[src/rtl/core/deadband_average_feed_mapper_unit_defines.svh]
// ----------------------------------------------------------------------------
// Deadband average feed mapper: shared assertion macros
// Concurrent checks, clocked on clk and disabled during rst.
// ----------------------------------------------------------------------------
`ifndef DEADBAND_AVERAGE_FEED_MAPPER_UNIT_DEFINES_SVH
`define DEADBAND_AVERAGE_FEED_MAPPER_UNIT_DEFINES_SVH

// Same-cycle implication.
`define DBAFM_ASSERT_IMP(label, ante, cons) \
  label: assert property (@(posedge clk) disable iff (rst) (ante) |-> (cons)) \
    else $error("dbafm same-cycle check failed");

// Next-cycle implication.
`define DBAFM_ASSERT_NEXT(label, ante, cons) \
  label: assert property (@(posedge clk) disable iff (rst) (ante) |=> (cons)) \
    else $error("dbafm next-cycle check failed");

`endif

[src/rtl/core/dbafm_pkg.sv]
// ----------------------------------------------------------------------------
// dbafm_pkg
// Types and fixed constants of the deadband average feed mapper.
// ----------------------------------------------------------------------------
package dbafm_pkg;

  localparam int SAMPLE_W = 10;
  localparam int FIELD_W  = 16;
  localparam logic [SAMPLE_W-1:0] SAMPLE_MAX = 10'd1023;
  localparam int DEADBAND  = 4;
  localparam int MAP_SHIFT = 10;
  localparam int SPAN_W    = FIELD_W + 1;
  localparam int MAP_W     = SPAN_W + SAMPLE_W;

  localparam logic [FIELD_W-1:0] FEED_HI_RESET = 16'd250;
  localparam logic [FIELD_W-1:0] FEED_LO_RESET = 16'd5;

  typedef enum logic [1:0] {
    REG_FEED_HI   = 2'd0,
    REG_FEED_LO   = 2'd1,
    REG_FEED_MODE = 2'd2
  } reg_index_t;

  typedef struct packed {
    logic [FIELD_W-1:0] feed_hi;
    logic [FIELD_W-1:0] feed_lo;
    logic               feed_mode_on;
  } cfg_t;

endpackage

[src/rtl/core/dbafm_ring_cell.sv]
// ----------------------------------------------------------------------------
// dbafm_ring_cell
// One window slot; takes its neighbor's sample (cell 0: the new sample) whenever the window shifts.
// ----------------------------------------------------------------------------
module dbafm_ring_cell
  import dbafm_pkg::*;
(
  input  logic                clk,
  input  logic                rst,
  input  logic                shift,
  input  logic [SAMPLE_W-1:0] d,
  output logic [SAMPLE_W-1:0] q
);

  always_ff @(posedge clk) begin
    if (rst) begin
      q <= '0;
    end else if (shift) begin
      q <= d;
    end
  end

endmodule

[src/rtl/core/dbafm_feed_map.sv]
// ----------------------------------------------------------------------------
// dbafm_feed_map
// Sum-to-average by reciprocal multiply, linear feed mapping, result register.
// ----------------------------------------------------------------------------
`include "deadband_average_feed_mapper_unit_defines.svh"

module dbafm_feed_map
  import dbafm_pkg::*;
#(
  parameter int WINDOW = 16
)
(
  input  logic                                       clk,
  input  logic                                       rst,
  input  cfg_t                                       cfg,
  input  logic                                       sum_valid,
  output logic                                       sum_stall,
  input  logic [SAMPLE_W+$clog2(WINDOW)-1:0]         sum,
  output logic                                       result_valid,
  input  logic                                       result_stall,
  output logic [SAMPLE_W-1:0]                        average_level,
  output logic [FIELD_W-1:0]                         feed_rate,
  output logic                                       feed_changed
);

  localparam int L      = $clog2(WINDOW);
  localparam int SUM_W  = SAMPLE_W + L;
  localparam int RSH    = SUM_W + L;
  localparam int PROD_W = 2 * SUM_W + 1;
  // ceil(2^RSH / WINDOW): exact floor division for any SUM_W-bit sum
  localparam logic [SUM_W:0] RECIP =
    (SUM_W+1)'(((64'd1 << RSH) + 64'(WINDOW) - 64'd1) / 64'(WINDOW));

  logic              v3, v4, v5;
  logic              en3, en4, en5;
  logic [PROD_W-1:0] prod3;
  logic [SAMPLE_W-1:0] avg_w, avg4;
  logic [SPAN_W-1:0] span;
  logic [MAP_W-1:0]  prod4;
  logic [FIELD_W-1:0] fresh;
  logic [FIELD_W-1:0] current_feed, current_feed_next;
  logic              changed_next;
  logic              take5;

  assign en5 = !v5 || !result_stall;
  assign en4 = !v4 || en5;
  assign en3 = !v3 || en4;
  assign sum_stall = !en3;
  assign take5 = en5 && v4;

  // stage 3: reciprocal product
  always_ff @(posedge clk) begin
    if (rst) begin
      v3 <= 1'b0;
    end else if (en3) begin
      v3 <= sum_valid;
    end
  end

  always_ff @(posedge clk) begin
    if (en3 && sum_valid) begin
      prod3 <= PROD_W'(sum) * PROD_W'(RECIP);
    end
  end

  // stage 4: average and span product
  assign avg_w = prod3[RSH +: SAMPLE_W];

  always_comb begin
    if (cfg.feed_hi >= cfg.feed_lo) begin
      span = SPAN_W'(cfg.feed_hi) - SPAN_W'(cfg.feed_lo) + SPAN_W'(1);
    end else begin
      span = '0;
    end
  end

  always_ff @(posedge clk) begin
    if (rst) begin
      v4 <= 1'b0;
    end else if (en4) begin
      v4 <= v3;
    end
  end

  always_ff @(posedge clk) begin
    if (en4 && v3) begin
      avg4  <= avg_w;
      prod4 <= MAP_W'(span) * MAP_W'(avg_w);
    end
  end

  // stage 5: feed compare and result register
  assign fresh = cfg.feed_hi - FIELD_W'(prod4 >> MAP_SHIFT);

  always_comb begin
    current_feed_next = current_feed;
    changed_next      = 1'b0;
    if (cfg.feed_mode_on && (fresh != current_feed)) begin
      current_feed_next = fresh;
      changed_next      = 1'b1;
    end
  end

  always_ff @(posedge clk) begin
    if (rst) begin
      v5           <= 1'b0;
      current_feed <= FEED_HI_RESET;
    end else begin
      if (en5) begin
        v5 <= v4;
      end
      if (take5) begin
        current_feed <= current_feed_next;
      end
    end
  end

  always_ff @(posedge clk) begin
    if (take5) begin
      average_level <= avg4;
      feed_changed  <= changed_next;
    end
  end

  assign result_valid = v5;
  assign feed_rate    = current_feed;

  `DBAFM_ASSERT_IMP(a_mode_off, result_valid && !cfg.feed_mode_on, !feed_changed)
  `DBAFM_ASSERT_IMP(a_feed_bound, result_valid && feed_changed, feed_rate <= cfg.feed_hi)
  `DBAFM_ASSERT_NEXT(a_feed_idle, !take5, $stable(current_feed))

endmodule

[src/rtl/core/deadband_average_feed_mapper_unit.sv]
// ----------------------------------------------------------------------------
// deadband_average_feed_mapper_unit: one result per sample; one transfer
// per cycle sustained while result_stall is low, set by the deadband
// compare and running-sum update. Sync reset clears the window, sum and
// pipeline, and loads the feed limits 250 / 5, mode on.
// ----------------------------------------------------------------------------
`include "deadband_average_feed_mapper_unit_defines.svh"

module deadband_average_feed_mapper_unit
  import dbafm_pkg::*;
#(
  parameter int WINDOW = 16
)
(
  input  logic                clk,
  input  logic                rst,
  input  logic                sample_valid,
  output logic                sample_stall,
  input  logic [FIELD_W-1:0]  sample,
  output logic                result_valid,
  input  logic                result_stall,
  output logic [SAMPLE_W-1:0] average_level,
  output logic [FIELD_W-1:0]  feed_rate,
  output logic                feed_changed,
  input  logic                psel,
  input  logic                penable,
  input  logic                pwrite,
  input  logic [3:0]          paddr,
  input  logic [31:0]         pwdata,
  output logic [31:0]         prdata,
  output logic                pready
);

  localparam int L     = $clog2(WINDOW);
  localparam int SUM_W = SAMPLE_W + L;
  localparam int CMP_W = SUM_W + 2;
  localparam logic [SUM_W-1:0] SUM_MAX = SUM_W'(1023 * WINDOW);
  localparam logic signed [CMP_W-1:0] DB_LO = CMP_W'(DEADBAND);
  localparam logic signed [CMP_W-1:0] DB_HI = CMP_W'(DEADBAND + 1);
  localparam logic signed [CMP_W-1:0] WIN_S = CMP_W'(WINDOW);

  cfg_t cfg;

  logic                       v1, v2;
  logic                       en1, en2;
  logic                       map_stall;
  logic [SAMPLE_W-1:0]        s_sat, s1;
  logic signed [CMP_W-1:0]    s_ext, lo_in, hi_in, lo1, hi1, sum_s;
  logic                       upd, shift;
  logic [SUM_W-1:0]           sum, sum_next;
  logic [SAMPLE_W-1:0]        ring_q [WINDOW];

  // configuration port
  assign pready = 1'b1;

  always_ff @(posedge clk) begin
    if (rst) begin
      cfg.feed_hi      <= FEED_HI_RESET;
      cfg.feed_lo      <= FEED_LO_RESET;
      cfg.feed_mode_on <= 1'b1;
    end else if (psel && penable && pwrite) begin
      unique case (paddr[3:2])
        REG_FEED_HI:   cfg.feed_hi      <= pwdata[FIELD_W-1:0];
        REG_FEED_LO:   cfg.feed_lo      <= pwdata[FIELD_W-1:0];
        REG_FEED_MODE: cfg.feed_mode_on <= pwdata[0];
        default: ;
      endcase
    end
  end

  always_comb begin
    unique case (paddr[3:2])
      REG_FEED_HI:   prdata = 32'(cfg.feed_hi);
      REG_FEED_LO:   prdata = 32'(cfg.feed_lo);
      REG_FEED_MODE: prdata = 32'(cfg.feed_mode_on);
      default:       prdata = '0;
    endcase
  end

  // stage 1: saturate and precompute deadband bounds scaled by the window:
  // s > avg+4  <=>  sum < (s-4)*W ;  s+4 < avg  <=>  sum >= (s+5)*W
  assign s_sat = (sample > FIELD_W'(SAMPLE_MAX)) ? SAMPLE_MAX : sample[SAMPLE_W-1:0];
  assign s_ext = signed'(CMP_W'(s_sat));
  assign lo_in = (s_ext - DB_LO) * WIN_S;
  assign hi_in = (s_ext + DB_HI) * WIN_S;

  assign en2 = !v2 || !map_stall;
  assign en1 = !v1 || en2;
  assign sample_stall = !en1;

  always_ff @(posedge clk) begin
    if (rst) begin
      v1 <= 1'b0;
    end else if (en1) begin
      v1 <= sample_valid;
    end
  end

  always_ff @(posedge clk) begin
    if (en1 && sample_valid) begin
      s1  <= s_sat;
      lo1 <= lo_in;
      hi1 <= hi_in;
    end
  end

  // stage 2: deadband decision and running sum
  assign sum_s    = signed'(CMP_W'(sum));
  assign upd      = (sum_s < lo1) || (sum_s >= hi1);
  assign shift    = en2 && v1 && upd;
  assign sum_next = sum - SUM_W'(ring_q[WINDOW-1]) + SUM_W'(s1);

  always_ff @(posedge clk) begin
    if (rst) begin
      v2  <= 1'b0;
      sum <= '0;
    end else begin
      if (en2) begin
        v2 <= v1;
      end
      if (shift) begin
        sum <= sum_next;
      end
    end
  end

  // window: newest sample enters cell 0, oldest leaves the last cell
  for (genvar i = 0; i < WINDOW; i++) begin : g_cell
    if (i == 0) begin : g_head
      dbafm_ring_cell u_cell (
        .clk   (clk),
        .rst   (rst),
        .shift (shift),
        .d     (s1),
        .q     (ring_q[i])
      );
    end else begin : g_body
      dbafm_ring_cell u_cell (
        .clk   (clk),
        .rst   (rst),
        .shift (shift),
        .d     (ring_q[i-1]),
        .q     (ring_q[i])
      );
    end
  end

  dbafm_feed_map #(
    .WINDOW (WINDOW)
  ) u_map (
    .clk           (clk),
    .rst           (rst),
    .cfg           (cfg),
    .sum_valid     (v2),
    .sum_stall     (map_stall),
    .sum           (sum),
    .result_valid  (result_valid),
    .result_stall  (result_stall),
    .average_level (average_level),
    .feed_rate     (feed_rate),
    .feed_changed  (feed_changed)
  );

  `DBAFM_ASSERT_IMP(a_sum_range, 1'b1, sum <= SUM_MAX)
  `DBAFM_ASSERT_NEXT(a_sum_hold, !shift, $stable(sum))
  `DBAFM_ASSERT_IMP(a_stall_full, sample_stall, v1 && v2)

endmodule

[config.mk]
export PLATFORM = sky130hd
export DESIGN_NAME = deadband_average_feed_mapper_unit
export DESIGN_NICKNAME = d
export VERILOG_FILES = /design/src/rtl/core/dbafm_pkg.sv /design/src/rtl/core/dbafm_ring_cell.sv /design/src/rtl/core/dbafm_feed_map.sv /design/src/rtl/core/deadband_average_feed_mapper_unit.sv
export VERILOG_INCLUDE_DIRS = /design/src /design/src/rtl/core
export SDC_FILE = /design/constraint.sdc
export NUM_CORES = 1
export LEC_CHECK = 0
export BUFFER_PORTS_ARGS = -buffer_cell sky130_fd_sc_hd__buf_2
export CAP_MARGIN = 20
export CORE_UTILIZATION = 25
export CTS_CLUSTER_DIAMETER = 150
export DETAILED_ROUTE_END_ITERATION = 7
export PLACE_DENSITY = 0.46
export SLEW_MARGIN = 30
export SYNTH_ARGS = -nofsm -noshare
export SYNTH_HDL_FRONTEND = slang
export SYNTH_HIERARCHICAL = 1
export SYNTH_SLANG_ARGS = --single-unit
[constraint.sdc]
create_clock -name clk -period 12.15 [get_ports clk]
set_input_delay 1.215 -clock clk [delete_from_list [all_inputs] [get_ports clk]]
set_output_delay 1.215 -clock clk [all_outputs]
set_load 0.01 [all_outputs]
==> impl_metrics.csv <==
group,metric,value,unit
flow_run,drv_cap,0,
power,p_leak,0.009778,µW
cells_and_area,nNetsFinal,2551,
cells_and_area,final_area,22920,µm²
floorplanning,die-area,82950,µm²
synth,async_reset_ff_frac,0,
clock_tree,clk_latency,0.55,ns
clock_tree,clock_sinks,305,
clock_tree,cts_tree,"yes",
grt,grt_antenna_before_repair,1,
hold_path,hp-class,"register to register",
grt,grt_max_degree,98,
power,vdd_ir_drop_max,0.0001263,V
clock_tree,cts_buffers,34,
clock_tree,clockBufferDepth,3,
timing,worst_pin_slew,1.009,ns
grt,grt_pass1_vias,14740,
timing,setup_tns,0,ns
floorplanning,fp.coreArea,80680,µm²
cells_and_area,multiInputGateArea,12110,µm²
routing,drc,20,
critical_path,critPathCaptureType,"register",
clock_tree,ctsHoldBuffers,0,
critical_path,critical_path.max_stage_delay,0.68,ns
timing,fin_crit,9.283,ns
critical_path,crit_required,12.44,ns
grt,grtUsageMet3,0.01719,
cells_and_area,fillerInstances,8556,
timing,skew,0.03161,ns
grt,use_met2,0.2038,
timing,worst_slack,2.867,ns
critical_path,cp_common_cell,"inv_1",
synth,synth_edf_count,77,
synth,synthCells,2169,
grt,grt_use_total,0.1157,
clock_tree,post_cts_buffers,0,
timing,slew_headroom,0.3248,
run_status,violations,"DRC",
critical_path,critPathKind,"register to register",
floorplanning,die_width,288.0,µm
routing,vias,14560,
placement,dp_hpwl,35920,µm
cells_and_area,seqCellArea,6877,µm²
critical_path,worst-path-max-fanout,10,
floorplanning,start_util,0.2535,
timing,slew_viol_final,0,
synth,ys_seq_area_frac,0.3362,
grt,grt_pass1_wl,78030,µm
synth,ys.warnings.count,6,
grt,use_met1,0.1469,
timing,period_share,0.7640,
clock_tree,cts.repair.resized,0,
clock_tree,clk_pin_slew,0.05,ns
placement,dpl_cell_area,21810,µm²
run_status,status,"complete, but fails checks",
placement,dp_slack,2.879,ns
floorplanning,io-pin-count,121,
routing,routed_wl,47570,µm
placement,portBuffers,85,
timing,rsz0062_at_grt,"no",
critical_path,rrSetupSlack,2.87,ns
synth,netlist_area,20450,µm²
timing,clock.fmax,107.7,MHz
synth,ys_ff_latch,305,
routing,wl_per_cell,14.41,µm
clock_tree,clockRootBuffer,"clkbuf_16",
timing,setup_viol,0,
placement,place.gp.congestion,0.8243,
critical_path,cp-start-kind,"register",
cells_and_area,antenna_cells,0,
timing,hold_viol,0,
cells_and_area,syn_to_final_growth,12.10,%
critical_path,critPathSlowestCell,"nor2_1",
routing,dr.pass1.iters,8,
floorplanning,die_y,288.0,µm
clock_tree,htreeDepth,2,
synth,synthFlopType,"dfxtp_1",
routing,ant_nets,0,
routing,drt_iter0_markers,766,
floorplanning,rows,104,
routing,viasPerCell,4.409,
synth,synth.distinct_cells,81,
power,powerDensity,182.6,nW/µm²
grt,top_usage_layer,"met2",
cells_and_area,drive_gt1_frac,0.08296,
critical_path,arrival,9.58,ns
grt,grt-ovfl-total,0,
synth,syn_area_per_cell,9.429,µm²
## worst max-delay path, delay by kind of cell (launching register included)
| family | cells | cell delay, ns |
|---|---|---|
| compound gates | 9 | 2.78 |
| xor+xnor | 2 | 0.21 |
| fa+ha+maj | 9 | 3.77 |
| buf+inv | 7 | 0.36 |
| flops | 1 | 0.37 |
| simple gates | 6 | 1.52 |
## placed cells by master, fill, tap and decap left out, types with 26 or more instances in the layout
cell type  instances
ha_1             139
mux2i_1          190
inv_1            250
nand3_1           26
fa_1             135
nand2_1          196
and2_1            54
edfxtp_1          77
buf_2             84
xnor2_1           41
a21oi_1           89
clkbuf_16         34
nor2_1           274
xor2_1            30
dfxtp_1          228
and3_1            27
o21ai_0           49
## per-stage QoR
stage	std cells	power (µW)	utilization	hold WS, ns
2_1_floorplan	2184	2733	-	0.4003
3_3_place_gp	3242	3185	0.2704	0.4054
3_5_place_dp	3242	3214	0.2704	0.4090
4_1_cts	3302	4261	0.2839	0.4220
5_1_grt	3302	4573	0.2842	0.4278
6_report	3302	4185	0.2842	0.4209
## cell type report
| cell class | instances | share of cell area |
|---|---|---|
| Clock buffer | 51 | 0.04295 |
| Sequential cell | 305 | 0.3000 |
| Tap cell | 1060 | 0.05785 |
| Clock inverter | 9 | 0.004858 |
| Timing Repair Buffer | 102 | 0.02456 |
| Inverter | 252 | 0.04159 |
| Multi-Input combinational cell | 1523 | 0.5282 |
## synthesized netlist by cell type (6+ instances only)
cell type	count	area, µm²
nor3_1	23	115.1
nand2b_1	24	150.1
xnor2_1	42	367.9
fa_1	135	2703
xor2_1	30	262.8
nand3b_1	11	82.58
buf_1	20	75.07
o21ai_0	49	245.2
or2_2	7	43.79
a21o_1	17	127.6
dfxtp_1	228	4564
a211oi_1	17	127.6
inv_1	251	942.2
o22ai_1	7	43.79
clkbuf_1	42	157.7
and2_1	54	337.8
ha_1	139	1739
edfxtp_1	77	2312
a21oi_1	89	445.4
mux2i_1	190	1902
o211ai_1	6	45.04
nor2_1	276	1036
buf_2	6	30.03
buf_6	19	214.0
buf_4	17	127.6
o21bai_1	6	45.04
o21a_1	17	127.6
a31oi_1	7	43.79
and3_1	27	168.9
nand4_1	11	68.82
nand2_1	196	735.7
nor2b_1	15	93.84
nand3_1	26	130.1
## registers in the layout, summed over array words and instances, names as in the netlist
name	count
lo1	9
hi1	11
u_map/feed_rate	16
u_map/result_valid	1
v2	1
u_map/v4	1
u_map/avg4	10
u_map/v3	1
u_map/prod3	10
u_map/average_level	10
g_cell.g_head.u_cell/q	10
u_map/feed_changed	1
cfg	33
u_map/prod4	16
sum	14
g_cell.g_body.u_cell/q	150
v1	1
s1	10
## kinds of logic after synthesis
logic type | Yosys count | share of synthesized area
other | 2 | 0.0003672
muxes | 190 | 0.09299
and+or+nand+nor | 700 | 0.1560
DFF | 305 | 0.3362
AOI/OAI and AO/OA | 265 | 0.08498
xor gates and xnor gates | 77 | 0.03640
adders and majority gates | 274 | 0.2172
buffers and inverters | 356 | 0.07580
## where the power goes
group,internal (µW),total (µW),switching [µW]
Sequential,1150,1180,29.9
Combinational,821,2000,1180
Clock,587,1010,420
## worst paths after layout
check	from	end	cells past startpoint
setup / recovery	cfg[2]	u_map/prod4[23]	33
setup reg to reg	cfg[2]	u_map/prod4[23]	33
hold / removal	u_map/avg4[9]	u_map/average_level[9]	0
hold reg to reg	u_map/avg4[9]	u_map/average_level[9]	0
## layer usage
layer  routed length [µm]  part of all wire
met5                    0                 0
met4                 1042             0.022
met3                 1667             0.035
met2                23290              0.49
met1                21570              0.45
Power figures use the tool's default switching activity.
